[src/rtl/biquad_pkg.sv]
// ----------------------------------------------------------------------------
// biquad_pkg
// shared widths, register indexes, reset values and clamp helpers for the
// bit-serial biquad low-pass section
// ----------------------------------------------------------------------------
`default_nettype none

package biquad_pkg;

    // field and datapath widths
    localparam int COEF_W    = 16;
    localparam int COEF_FRAC = 14;
    localparam int STATE_W   = 40;
    localparam int SAMPLE_W  = 10;
    localparam int X_W       = SAMPLE_W + 1;
    localparam int Y_W       = 16;
    localparam int XP_W      = COEF_W + 1 + X_W;
    localparam int YP_W      = COEF_W + 1 + Y_W;
    localparam int SUM_W     = COEF_W + 2;
    localparam int ACC_W     = STATE_W + 2;
    localparam int YSH_W     = ACC_W - COEF_FRAC;
    localparam int CNT_W     = $clog2(Y_W);
    localparam int CFG_IDX_W = 3;

    // centring offset, full scale of the converter
    localparam int X_OFFSET = (2 ** SAMPLE_W) - 1;

    // round half up before the arithmetic shift
    localparam logic [ACC_W-1:0] ROUND_HALF = ACC_W'(2 ** (COEF_FRAC - 1));

    localparam logic [Y_W-1:0] Y_MAX = {1'b0, {(Y_W-1){1'b1}}};
    localparam logic [Y_W-1:0] Y_MIN = {1'b1, {(Y_W-1){1'b0}}};

    // register map
    typedef enum logic [CFG_IDX_W-1:0] {
        REG_B0,
        REG_B1,
        REG_B2,
        REG_A1,
        REG_A2
    } cfg_reg_t;

    localparam logic [COEF_W-1:0] B0_RST = COEF_W'(329);
    localparam logic [COEF_W-1:0] B1_RST = COEF_W'(658);
    localparam logic [COEF_W-1:0] B2_RST = COEF_W'(329);
    localparam logic [COEF_W-1:0] A1_RST = COEF_W'(-25575);
    localparam logic [COEF_W-1:0] A2_RST = COEF_W'(10509);

    // true when a wide sum does not fit the state width
    function automatic logic state_ovf(input logic [ACC_W-1:0] v);
        logic [ACC_W-STATE_W:0] hi;
        begin
            hi = v[ACC_W-1:STATE_W-1];
            state_ovf = !((&hi) || !(|hi));
        end
    endfunction

    // clamp a wide sum to the signed state range
    function automatic logic [STATE_W-1:0] state_clamp(input logic [ACC_W-1:0] v);
        begin
            if (!state_ovf(v))
                state_clamp = v[STATE_W-1:0];
            else if (v[ACC_W-1])
                state_clamp = {1'b1, {(STATE_W-1){1'b0}}};
            else
                state_clamp = {1'b0, {(STATE_W-1){1'b1}}};
        end
    endfunction

endpackage

`default_nettype wire

[src/rtl/biquad_iir_lowpass_top.sv]
// ----------------------------------------------------------------------------
// biquad_iir_lowpass_top
// second-order low-pass section, transposed direct form ii, with bit-serial
// shift-and-add multipliers for the feedforward and feedback products
// ----------------------------------------------------------------------------
// flow: a sample beat is taken only while idle, so the next sample waits
//   until the last one is through; it passes through 11 serial steps over the
//   centred sample bits, a rounding step, 16 serial steps over the output
//   bits and a state update, which also waits for a free output slot, and
//   the section then returns to idle, where the next sample beat is taken
// reset: coefficients take their default low-pass values, both delay states
//   clear to zero and no result is pending
`default_nettype none

module biquad_iir_lowpass_top (
    input  wire logic                                   clk,
    input  wire logic                                   rst_n,
    // sample channel
    input  wire logic                                   in_valid,
    output logic                                        in_stall,
    input  wire logic [biquad_pkg::SAMPLE_W-1:0]        adc_sample,
    // result channel
    output logic                                        out_valid,
    input  wire logic                                   out_stall,
    output logic [biquad_pkg::Y_W-1:0]                  filtered,
    output logic                                        saturated,
    // coefficient write port
    input  wire logic                                   cfg_wr_en,
    input  wire logic [biquad_pkg::CFG_IDX_W-1:0]       cfg_index,
    input  wire logic [biquad_pkg::COEF_W-1:0]          cfg_data
);

    typedef enum logic [2:0] {
        S_IDLE,
        S_MULX,
        S_YOUT,
        S_MULY,
        S_UPD
    } state_t;

    state_t state_reg, state_next;

    // coefficients, b0..b2 feed the sample products, a1..a2 the output ones
    logic [biquad_pkg::COEF_W-1:0] coef_b_reg [3];
    logic [biquad_pkg::COEF_W-1:0] coef_b_next [3];
    logic [biquad_pkg::COEF_W-1:0] coef_a_reg [2];
    logic [biquad_pkg::COEF_W-1:0] coef_a_next [2];

    // delay line state
    logic [biquad_pkg::STATE_W-1:0] z1_reg, z1_next;
    logic [biquad_pkg::STATE_W-1:0] z2_reg, z2_next;

    // serial operands and partial products
    logic [biquad_pkg::X_W-1:0]   x_sh_reg, x_sh_next;
    logic [biquad_pkg::Y_W-1:0]   y_sh_reg, y_sh_next;
    logic [biquad_pkg::Y_W-1:0]   y_reg, y_next;
    logic [biquad_pkg::XP_W-1:0]  pb_reg [3];
    logic [biquad_pkg::XP_W-1:0]  pb_next [3];
    logic [biquad_pkg::YP_W-1:0]  pa_reg [2];
    logic [biquad_pkg::YP_W-1:0]  pa_next [2];
    logic [biquad_pkg::YP_W-1:0]  pa_step [2];
    logic [biquad_pkg::XP_W-1:0]  pb_step [3];
    logic [biquad_pkg::CNT_W-1:0] cnt_reg, cnt_next;
    logic                         sat_reg, sat_next;

    // result register
    logic                         out_valid_reg, out_valid_next;
    logic [biquad_pkg::Y_W-1:0]   filtered_reg, filtered_next;
    logic                         saturated_reg, saturated_next;

    // datapath helpers
    logic [biquad_pkg::X_W:0]     x_wide;
    logic                         x_last;
    logic                         y_last;
    logic [biquad_pkg::ACC_W-1:0] y_acc;
    logic [biquad_pkg::YSH_W-1:0] y_shifted;
    logic [biquad_pkg::YSH_W-biquad_pkg::Y_W:0] y_hi;
    logic                         y_ovf;
    logic [biquad_pkg::Y_W-1:0]   y_val;
    logic [biquad_pkg::ACC_W-1:0] n1_acc;
    logic [biquad_pkg::ACC_W-1:0] n2_acc;
    logic                         out_free;
    logic                         in_take;

    assign in_stall  = (state_reg != S_IDLE);
    assign in_take   = in_valid && !in_stall;
    assign out_valid = out_valid_reg;
    assign filtered  = filtered_reg;
    assign saturated = saturated_reg;

    // output slot is free when empty or being drained this cycle
    assign out_free = !out_valid_reg || !out_stall;

    // centre the sample: x = 2*sample - full scale, half-lsb units
    assign x_wide = {1'b0, adc_sample, 1'b0} - (biquad_pkg::X_W + 1)'(biquad_pkg::X_OFFSET);

    assign x_last = (cnt_reg == biquad_pkg::CNT_W'(biquad_pkg::X_W - 1));
    assign y_last = (cnt_reg == biquad_pkg::CNT_W'(biquad_pkg::Y_W - 1));

    // one shift-and-add step per lane; the sign bit of the serial operand
    // carries negative weight, so the last step subtracts the coefficient
    always_comb
    begin
        logic [biquad_pkg::SUM_W-1:0] cext;
        logic [biquad_pkg::SUM_W-1:0] addend;
        logic [biquad_pkg::SUM_W-1:0] hext;
        logic [biquad_pkg::SUM_W-1:0] sum;
        for (int i = 0; i < 3; i++)
        begin
            cext   = {{2{coef_b_reg[i][biquad_pkg::COEF_W-1]}}, coef_b_reg[i]};
            hext   = {pb_reg[i][biquad_pkg::XP_W-1], pb_reg[i][biquad_pkg::XP_W-1:biquad_pkg::X_W]};
            addend = !x_sh_reg[0] ? '0 : (x_last ? (-cext) : cext);
            sum    = hext + addend;
            pb_step[i] = {sum, pb_reg[i][biquad_pkg::X_W-1:1]};
        end
        for (int i = 0; i < 2; i++)
        begin
            cext   = {{2{coef_a_reg[i][biquad_pkg::COEF_W-1]}}, coef_a_reg[i]};
            hext   = {pa_reg[i][biquad_pkg::YP_W-1], pa_reg[i][biquad_pkg::YP_W-1:biquad_pkg::Y_W]};
            addend = !y_sh_reg[0] ? '0 : (y_last ? (-cext) : cext);
            sum    = hext + addend;
            pa_step[i] = {sum, pa_reg[i][biquad_pkg::Y_W-1:1]};
        end
    end

    // output: b0*x + z1, round half up, shift, clamp to 16 bits
    assign y_acc = {{(biquad_pkg::ACC_W - biquad_pkg::X_W - biquad_pkg::COEF_W)
                      {pb_reg[0][biquad_pkg::X_W+biquad_pkg::COEF_W-1]}},
                    pb_reg[0][biquad_pkg::X_W+biquad_pkg::COEF_W-1:0]}
                 + {{(biquad_pkg::ACC_W - biquad_pkg::STATE_W){z1_reg[biquad_pkg::STATE_W-1]}},
                    z1_reg}
                 + biquad_pkg::ROUND_HALF;
    assign y_shifted = y_acc[biquad_pkg::ACC_W-1:biquad_pkg::COEF_FRAC];
    assign y_hi      = y_shifted[biquad_pkg::YSH_W-1:biquad_pkg::Y_W-1];
    assign y_ovf     = !((&y_hi) || !(|y_hi));
    assign y_val     = !y_ovf ? y_shifted[biquad_pkg::Y_W-1:0]
                     : (y_shifted[biquad_pkg::YSH_W-1] ? biquad_pkg::Y_MIN : biquad_pkg::Y_MAX);

    // new state: z1' = b1*x + z2 - a1*y, z2' = b2*x - a2*y
    assign n1_acc = {{(biquad_pkg::ACC_W - biquad_pkg::X_W - biquad_pkg::COEF_W)
                       {pb_reg[1][biquad_pkg::X_W+biquad_pkg::COEF_W-1]}},
                     pb_reg[1][biquad_pkg::X_W+biquad_pkg::COEF_W-1:0]}
                  + {{(biquad_pkg::ACC_W - biquad_pkg::STATE_W){z2_reg[biquad_pkg::STATE_W-1]}},
                     z2_reg}
                  - {{(biquad_pkg::ACC_W - biquad_pkg::Y_W - biquad_pkg::COEF_W)
                       {pa_reg[0][biquad_pkg::Y_W+biquad_pkg::COEF_W-1]}},
                     pa_reg[0][biquad_pkg::Y_W+biquad_pkg::COEF_W-1:0]};
    assign n2_acc = {{(biquad_pkg::ACC_W - biquad_pkg::X_W - biquad_pkg::COEF_W)
                       {pb_reg[2][biquad_pkg::X_W+biquad_pkg::COEF_W-1]}},
                     pb_reg[2][biquad_pkg::X_W+biquad_pkg::COEF_W-1:0]}
                  - {{(biquad_pkg::ACC_W - biquad_pkg::Y_W - biquad_pkg::COEF_W)
                       {pa_reg[1][biquad_pkg::Y_W+biquad_pkg::COEF_W-1]}},
                     pa_reg[1][biquad_pkg::Y_W+biquad_pkg::COEF_W-1:0]};

    // next-state logic
    always_comb
    begin
        state_next     = state_reg;
        coef_b_next    = coef_b_reg;
        coef_a_next    = coef_a_reg;
        z1_next        = z1_reg;
        z2_next        = z2_reg;
        x_sh_next      = x_sh_reg;
        y_sh_next      = y_sh_reg;
        y_next         = y_reg;
        pb_next        = pb_reg;
        pa_next        = pa_reg;
        cnt_next       = cnt_reg;
        sat_next       = sat_reg;
        out_valid_next = out_valid_reg;
        filtered_next  = filtered_reg;
        saturated_next = saturated_reg;

        // result beat drained
        if (out_valid_reg && !out_stall)
            out_valid_next = 1'b0;

        // coefficient writes, only the listed indexes land
        if (cfg_wr_en)
        begin
            case (cfg_index)
                biquad_pkg::REG_B0: coef_b_next[0] = cfg_data;
                biquad_pkg::REG_B1: coef_b_next[1] = cfg_data;
                biquad_pkg::REG_B2: coef_b_next[2] = cfg_data;
                biquad_pkg::REG_A1: coef_a_next[0] = cfg_data;
                biquad_pkg::REG_A2: coef_a_next[1] = cfg_data;
                default: ;
            endcase
        end

        case (state_reg)
            S_IDLE:
            begin
                if (in_take)
                begin
                    x_sh_next  = x_wide[biquad_pkg::X_W-1:0];
                    pb_next    = '{default: '0};
                    cnt_next   = '0;
                    state_next = S_MULX;
                end
            end
            S_MULX:
            begin
                pb_next   = pb_step;
                x_sh_next = {1'b0, x_sh_reg[biquad_pkg::X_W-1:1]};
                cnt_next  = cnt_reg + 1'b1;
                if (x_last)
                    state_next = S_YOUT;
            end
            S_YOUT:
            begin
                y_next     = y_val;
                y_sh_next  = y_val;
                sat_next   = y_ovf;
                pa_next    = '{default: '0};
                cnt_next   = '0;
                state_next = S_MULY;
            end
            S_MULY:
            begin
                pa_next   = pa_step;
                y_sh_next = {1'b0, y_sh_reg[biquad_pkg::Y_W-1:1]};
                cnt_next  = cnt_reg + 1'b1;
                if (y_last)
                    state_next = S_UPD;
            end
            S_UPD:
            begin
                // commit the state together with the result beat
                if (out_free)
                begin
                    z1_next        = biquad_pkg::state_clamp(n1_acc);
                    z2_next        = biquad_pkg::state_clamp(n2_acc);
                    out_valid_next = 1'b1;
                    filtered_next  = y_reg;
                    saturated_next = sat_reg || biquad_pkg::state_ovf(n1_acc)
                                   || biquad_pkg::state_ovf(n2_acc);
                    state_next     = S_IDLE;
                end
            end
            default: state_next = S_IDLE;
        endcase
    end

    // control, coefficients, filter state and result register
    always_ff @(posedge clk or negedge rst_n)
    begin
        if (!rst_n)
        begin
            state_reg     <= S_IDLE;
            coef_b_reg[0] <= biquad_pkg::B0_RST;
            coef_b_reg[1] <= biquad_pkg::B1_RST;
            coef_b_reg[2] <= biquad_pkg::B2_RST;
            coef_a_reg[0] <= biquad_pkg::A1_RST;
            coef_a_reg[1] <= biquad_pkg::A2_RST;
            z1_reg        <= '0;
            z2_reg        <= '0;
            cnt_reg       <= '0;
            out_valid_reg <= 1'b0;
            filtered_reg  <= '0;
            saturated_reg <= 1'b0;
        end
        else
        begin
            state_reg     <= state_next;
            coef_b_reg    <= coef_b_next;
            coef_a_reg    <= coef_a_next;
            z1_reg        <= z1_next;
            z2_reg        <= z2_next;
            cnt_reg       <= cnt_next;
            out_valid_reg <= out_valid_next;
            filtered_reg  <= filtered_next;
            saturated_reg <= saturated_next;
        end
    end

    // serial datapath, no reset needed
    always_ff @(posedge clk)
    begin
        x_sh_reg <= x_sh_next;
        y_sh_reg <= y_sh_next;
        y_reg    <= y_next;
        pb_reg   <= pb_next;
        pa_reg   <= pa_next;
        sat_reg  <= sat_next;
    end

    // a taken sample always starts the sample-bit pass
    a_take_starts: assert property (@(posedge clk) disable iff (!rst_n)
        in_take |=> (state_reg == S_MULX) && (cnt_reg == '0))
        else $error("sample beat did not start the multiply pass");

    // the delay state moves only on the update cycle
    a_state_hold: assert property (@(posedge clk) disable iff (!rst_n)
        (state_reg != S_UPD) |=> ($stable(z1_reg) && $stable(z2_reg)))
        else $error("delay state changed outside the update cycle");

    // a result beat is loaded only from the update cycle
    a_result_src: assert property (@(posedge clk) disable iff (!rst_n)
        (!out_valid_reg || !out_stall) && (state_reg != S_UPD) |=> !out_valid_reg)
        else $error("result beat appeared without an update");

    // sample pass never runs past the sample width
    a_cnt_bound: assert property (@(posedge clk) disable iff (!rst_n)
        (state_reg == S_MULX) |-> (cnt_reg <= biquad_pkg::CNT_W'(biquad_pkg::X_W - 1)))
        else $error("sample pass counter out of range");

endmodule

`default_nettype wire
[config.mk]
export PLATFORM = sky130hd
export DESIGN_NAME = biquad_iir_lowpass_top
export DESIGN_NICKNAME = d
export VERILOG_FILES = /design/src/rtl/biquad_pkg.sv /design/src/rtl/biquad_iir_lowpass_top.sv
export SDC_FILE = /design/constraint.sdc
export NUM_CORES = 1
export LEC_CHECK = 0
export BUFFER_PORTS_ARGS = -buffer_cell sky130_fd_sc_hd__clkbuf_2
export CORE_MARGIN = 8
export CORE_UTILIZATION = 56
export CTS_BUF_LIST = sky130_fd_sc_hd__clkbuf_4
export CTS_CLUSTER_SIZE = 16
export DETAILED_ROUTE_END_ITERATION = 8
export PLACE_DENSITY = 0.83
export SLEW_MARGIN = 40
export SYNTH_ARGS = -nofsm -noshare
export SYNTH_HDL_FRONTEND = slang
export SYNTH_SLANG_ARGS = --single-unit
[constraint.sdc]
create_clock -name clk -period 7.8 [get_ports clk]
set_input_delay 1.56 -clock clk [delete_from_list [all_inputs] [get_ports clk]]
set_output_delay 1.56 -clock clk [all_outputs]
set_load 0.02 [all_outputs]
==> results of run 1 <==
[Yosys cell counts, types with 30 or more instances]
cell      number
fa_1          39
and3_1        40
mux2_2        66
and2_1        91
a21boi_0      35
edfxtp_1     194
a21oi_1      189
o21ai_0      173
nand2_1      265
o21a_1        38
dfrtp_1      153
ha_1         237
nand3_1       38
xnor2_1       74
nor2b_1       31
nor2_1       267
nand2b_1      37
a31oi_1       30
inv_1        248
a21o_1        55
nor3_1        68
clkbuf_1      83
xor2_1       107
[cell families (layout without fill, tap and decap cells)]
family / after synthesis / count (layout) / share of synthesized area, %
compound gates: 682 / 682 / 16.2
xor+xnor: 181 / 181 / 5.92
fa+ha+maj: 276 / 276 / 14.0
buf+inv: 346 / 511 / 5.00
flops: 372 / 372 / 38.5
mux: 70 / 70 / 2.94
other cells: 0 / 1 / 0
simple gates: 963 / 963 / 17.4
[through the flow]
stage	power (uW)	cell area [um2]	cells	setup slack [ns]
4_1_cts	14000	29000	3670	2.74
3_3_place_gp	11800	27700	3481	2.92
2_1_floorplan	10100	26800	2890	1.43
3_5_place_dp	12200	27800	3486	2.73
6_report	14100	29100	3671	2.65
5_1_grt	15300	29100	3671	2.41
[power breakdown]
group	switching, uW	internal, uW	total, uW
sequential	495	3070	3560
clock	847	912	1760
combinational	5270	3500	8770
[metal layers]
metal	global-route usage [%]	wire, um	vias up	share of wire, %
li1	-	-	10400	-
met1	29.9	28300	10300	42
met2	40.9	32100	786	47
met3	4.05	4620	190	6.8
met4	12.4	3100	0	4.6
met5	0	0	-	0
[how the worst max path moves through the flow]
stage	endpoint	slack (ns)	from	depth (start not counted)
floorplan	pb_reg[0]$_SDFFCE_PN0P_	1.43	in_valid	2
global placement	y_sh_reg[14]$_DFFE_PP_	2.92	pb_reg[82]$_SDFFCE_PN0P_	14
detailed placement	y_sh_reg[12]$_DFFE_PP_	2.73	pb_reg[82]$_SDFFCE_PN0P_	14
CTS	y_sh_reg[12]$_DFFE_PP_	2.74	pb_reg[82]$_SDFFCE_PN0P_	14
global route	y_sh_reg[12]$_DFFE_PP_	2.41	pb_reg[82]$_SDFFCE_PN0P_	14
finish	y_sh_reg[11]$_DFFE_PP_	2.65	pb_reg[82]$_SDFFCE_PN0P_	14
[worst max-delay path: stages, from the launching register on]
cell and delay [ns]:
edfxtp_1 0.77, ha_1 0.36, ha_1 0.43, a221oi_2 0.40, o21ai_1 0.12, or3_4 0.36
a21oi_2 0.22, a21o_4 0.18, mux2_4 0.33, a211oi_2 0.20, nand4b_1 0.13, o32ai_2 0.24
buf_4 0.31, nand2b_1 0.61, a31oi_1 0.20
[area by class of cell]
| type | instances | area share [%] |
|---|---|---|
| Sequential cell | 372 | 35.5 |
| Antenna cell | 1 | 0.00861 |
| Inverter | 248 | 3.20 |
| Timing Repair Buffer | 79 | 1.78 |
| Clock buffer | 157 | 4.06 |
| Tap cell | 615 | 2.65 |
| Multi-Input combinational cell | 2172 | 52.4 |
| Clock inverter | 27 | 0.379 |
==> impl_metrics.csv, run 1 <==
group,metric,value,unit
die,die_height,235,um
logic_synthesis,avgSynthCellArea,9.26,um2
min_path,hold_end,"filtered[11]$_DFFE_PN0P_",
logic_synthesis,seq_area_frac_synth,38.5,%
routing,ant_nets,0,
cts,clockBufferDepth,3,
power_and_ir_drop,p_leak,0.0131,uW
cells_and_area,mostFrequentLayoutCells,"266 x nor2_1, 264 x nand2_1, 248 x inv_1, 237 x ha_1, 194 x edfxtp_1",
logic_synthesis,synthDominantCellAreaShare,21.8,%
global_route,grt_pass1_vias,21800,
cells_and_area,seq_area,0.0103,mm2
routing,wl,68.1,mm
power_and_ir_drop,ir_worst_vdd,0.291,mV
cts,cts_tree,"built",
sta,max_slew_margin,43.1,%
cells_and_area,drive_gt1_share,12.5,%
cells_and_area,n_fill_cell,3918,
critical_path,criticalPathCategory,"reg -> reg",
sta,final.setup.tns,0,ns
logic_synthesis,syn-cell-area,0.0268,mm2
cells_and_area,areaGrowthSynthToFinish,8.55,%
routing,vias,21700,
critical_path,reg2reg_from,"pb_reg[82]$_SDFFCE_PN0P_",
die,core,0.0474,mm2
logic_synthesis,synth_edf_count,194,
sta,fin_skew,0.0504,ns
routing,drtIter0Drc,1914,
cts,cts_resized,0,
logic_synthesis,synth_seq_cells,372,
logic_synthesis,synth_top_cell_by_area,"edfxtp_1",
critical_path,start_kind,"flop",
placement,portBuffers,52,
placement,gp_congestion,0.961,
critical_path,crit_fanout,22,
sta,whs,0.441,ns
die,dieWidth,235,um
sta,tightest_slew,0.842,ns
critical_path,ff2ff_setup_slack,2.65,ns
cells_and_area,largest_register_ffs,84,
logic_synthesis,synth.area.top_cells,"edfxtp_1 22%, dfrtp_1 14%, ha_1 11%",
critical_path,critPathArrivalTime,5.69,ns
global_route,antenna_found_initial,1,
cts,cts_buffers,97,
die,design.die.area,0.0551,mm2
logic_synthesis,ys_types,88,
logic_synthesis,synthCells,2890,
sta,maxSlewViolCount,0,
routing,drc,0,
min_path,hold_depth,2,
cells_and_area,final_util,61.3,%
critical_path,r2r.worst_path.cells,14,
logic_synthesis,synth_fp_nets,3200,
global_route,grt.overflow.total,0,
die,initial_core_util,56.4,%
cts,worst_skew_pair.late_latency,0.87,ns
logic_synthesis,ys.flop_type,"edfxtp_1",
sta,min_period,5.15,ns
logic_synthesis,synth-async-reset-ratio,47.8,%
global_route,grt_max_degree,116,
cts,cts_setup_buffers,0,
logic_synthesis,yosysWarnings,0,
die,rows,80,
cts,cts_hold_buffers,0,
outcome,outcome,"finished clean",
cts,clk_pin_slew,0.07,ns
critical_path,critical_path_required,8.34,ns
global_route,grt_pass1_wl,110,mm
routing,wire_per_inst,18.6,um
critical_path,r2r-end,"y_sh_reg[11]$_DFFE_PP_",
sta,rsz0062_at_grt,"false",
sta,fmax,194,MHz
run,max_cap_violations,0,
cells_and_area,multi_input_area,0.0152,mm2
die,io_pins,53,
critical_path,worst_setup_path_end_kind,"flop",
cts,htreeDepth,3,
placement,dp_hpwl,50.1,mm
cells_and_area,final_common_cell,"nor2_1",
sta,hold_violations,0,
cells_and_area,nets,3280,
sta,final.period_utilization,66.0,%
min_path,hold_start,"y_reg[11]$_DFFE_PP_",
global_route,track_usage,24.3,%
sta,finalSetupViolCount,0,
cts,cts_sinks,372,
cts,cts-root-buf,"clkbuf_4",
routing,drtPass1Iterations,7,
min_path,hp-class,"reg -> reg",
routing,vias_per_cell,5.91,
power_and_ir_drop,cellPowerDensity,485,mW/mm2
No activity file was read; power rests on OpenSTA's default activity.
==> run 2, diff against run 1 <==
--- a/config.mk
+++ b/config.mk
@@ -11,7 +11,7 @@
 export CTS_BUF_LIST = sky130_fd_sc_hd__clkbuf_4
 export CTS_CLUSTER_SIZE = 16
 export DETAILED_ROUTE_END_ITERATION = 8
-export PLACE_DENSITY = 0.83
+export PLACE_DENSITY = 0.8
 export SLEW_MARGIN = 40
 export SYNTH_ARGS = -nofsm -noshare
 export SYNTH_HDL_FRONTEND = slang
==> constraint.sdc (replaced) <==
create_clock -name clk -period 5.25 [get_ports clk]
set_input_delay 1.05 -clock clk [delete_from_list [all_inputs] [get_ports clk]]
set_output_delay 1.05 -clock clk [all_outputs]
set_load 0.02 [all_outputs]
==> impl_metrics.csv, run 2 (synthesis results as in run 1) <==
group,metric,value,unit
outcome,outcome,"finished clean",
global_route,grt_pass1_wl,109,mm
sta,min_period,4.80,ns
critical_path,criticalPathCategory,"reg -> reg",
sta,final.period_utilization,91.4,%
routing,ant_nets,0,
power_and_ir_drop,switching_power,9930,uW
power_and_ir_drop,comb_power_share,62.0,%
cts,cts_setup_buffers,0,
cts,htreeDepth,3,
placement,gp_congestion,0.974,
placement,dp_hpwl,50.9,mm
die,rows,80,
routing,vias_per_cell,5.92,
die,core,0.0474,mm2
critical_path,slowest_delay,0.63,ns
critical_path,cp.depth,18,
cells_and_area,n_fill_cell,3884,
cells_and_area,drive_gt1_share,12.6,%
sta,rsz0062_at_grt,"false",
critical_path,critPathSlowestCell,"o41ai_1",
cells_and_area,nets,3286,
sta,max_slew_margin,42.2,%
cells_and_area,mostFrequentLayoutCells,"266 x nor2_1, 264 x nand2_1, 248 x inv_1, 237 x ha_1, 194 x edfxtp_1",
cts,cts-root-buf,"clkbuf_4",
min_path,hp-class,"in -> async",
routing,drtPass1Iterations,5,
cells_and_area,areaGrowthSynthToFinish,8.88,%
cts,clk_pin_slew,0.08,ns
global_route,grt.overflow.total,0,
sta,maxSlewViolCount,0,
sta,tightest_slew,0.862,ns
cts,cts_resized,0,
critical_path,critPathArrivalTime,5.36,ns
sta,fin_skew,0.0393,ns
cells_and_area,final_common_cell,"nor2_1",
routing,wl,68.3,mm
global_route,track_usage,24.1,%
power_and_ir_drop,pwr-share-clk,12.7,%
critical_path,critical_path_required,5.81,ns
critical_path,worst_setup_path_end_kind,"flop",
critical_path,cp_top_family,"compound AO/OA/AOI/OAI gates",
placement,pre_cts_ws,0.494,ns
sta,fmax,208,MHz
cts,clockBufferDepth,3,
cts,cts_buffers,98,
sta,hold_violations,0,
critical_path,cp_cell_sequence,"ha_1 -> and3_1 -> nor2_1 -> a21oi_1 -> nand2b_1 -> inv_1 -> ha_1 -> a21o_1 -> a21oi_1 -> o21ai_0 -> a21oi_1 -> nand2b_1 -> a21boi_0 -> o31a_1 -> o41ai_1 -> o21ai_0 -> nand4_1 -> o211ai_1",
power_and_ir_drop,p_leak,0.0132,uW
cts,cts_sinks,372,
routing,drtIter0Drc,1693,
global_route,grt_max_degree,137,
placement,portBuffers,52,
die,initial_core_util,56.4,%
global_route,grt_pass1_vias,21600,
critical_path,r2r.worst_path.cells,18,
power_and_ir_drop,power.internal,11200,uW
power_and_ir_drop,switching_share,47.0,%
power_and_ir_drop,cellPowerDensity,725,mW/mm2
global_route,antenna_found_initial,2,
cts,worst_skew_pair.late_latency,0.84,ns
routing,wire_per_inst,18.6,um
power_and_ir_drop,ir_worst_vdd,0.332,mV
critical_path,cpMostUsedCell,"a21oi_1",
cts,cts_hold_buffers,0,
sta,setup_slack,0.452,ns
sta,final.setup.tns,0,ns
routing,vias,21800,
cells_and_area,largest_register_ffs,84,
sta,finalSetupViolCount,0,
cts,cts_tree,"built",
critical_path,cp_num_buf_inv,1,
routing,drc,0,
run,max_cap_violations,0,
power_and_ir_drop,pwr-share-seq,25.3,%
die,dieWidth,235,um
die,design.die.area,0.0551,mm2
die,die_height,235,um
critical_path,crit_fanout,13,
die,io_pins,53,
critical_path,start_kind,"flop",
-- run 2: cell count changes in the layout (fill, tap and decap cells not counted), moves of 2 or more --
cell	change
clkbuf_4	-7
clkinv_1	+4
clkinv_2	+4
buf_12	+3
buf_4	+3
bufinv_16	+2
diode_2	+2
inv_2	-2
-- run 2: power groups by stage --
stage                     clock [uW]  combinational [uW]  sequential, uW
final                           2690               13100            5350
after global routing            2880               14500            5450
after CTS                       2750               12900            5330
after detailed placement           0               12800            5380
after global placement             0               12400            5340
after floorplan                    0                9880            5090
-- run 2: layout make-up --
type                       count  area (um2)  area share [%]
clock buffer                 150        1130            3.86
tap                          615         769            2.64
inverter                     248         931            3.19
timing repair buffer          84         578            1.98
clock inverter                35         196           0.674
sequential                   372       10300            35.4
multi-input combinational   2172       15200            52.2
antenna                        3        7.51          0.0258
-- run 2: through the flow --
stage               total power [uW]  instances  hold WS [ns]  utilization [%]  instance area (um2)
floorplan                      15000       2890         0.415                -                26800
global placement               17700       3488         0.421             58.5                27700
detailed placement             18200       3490         0.424             58.5                27800
CTS                            21000       3675        0.0957             61.3                29100
global route                   22800       3677         0.128             61.4                29100
finish                         21100       3679         0.169             61.4                29100
-- run 2: worst paths after layout --
path                                        startpoint                         to  slack (ns)
worst max-delay path            cnt_reg[0]$_DFFE_PN0P_   pa_reg[65]$_SDFFCE_PN0P_        0.45
worst min-delay path                             rst_n      z2_reg[1]$_DFFE_PN0P_        0.17
worst max register to register  cnt_reg[0]$_DFFE_PN0P_   pa_reg[65]$_SDFFCE_PN0P_        0.45
worst min register to register      y_reg[7]$_DFFE_PP_    filtered[7]$_DFFE_PN0P_        0.44
max in group asynchronous                        rst_n  coef_a_reg[8]$_DFFE_PN1P_        3.95
min in group clk                    y_reg[7]$_DFFE_PP_    filtered[7]$_DFFE_PN0P_        0.44
-- run 2: routing by layer --
| metal | up-vias | track usage (%) | routed length, um | part of all wire (%) |
|---|---|---|---|---|
| met3 | 205 | 3.91 | 4460 | 6.5 |
| met1 | 10300 | 29.3 | 28300 | 41 |
| met2 | 807 | 41.0 | 32300 | 47 |
| li1 | 10400 | - | - | - |
| met4 | 0 | 12.4 | 3300 | 4.8 |
| met5 | - | 0 | 0 | 0 |
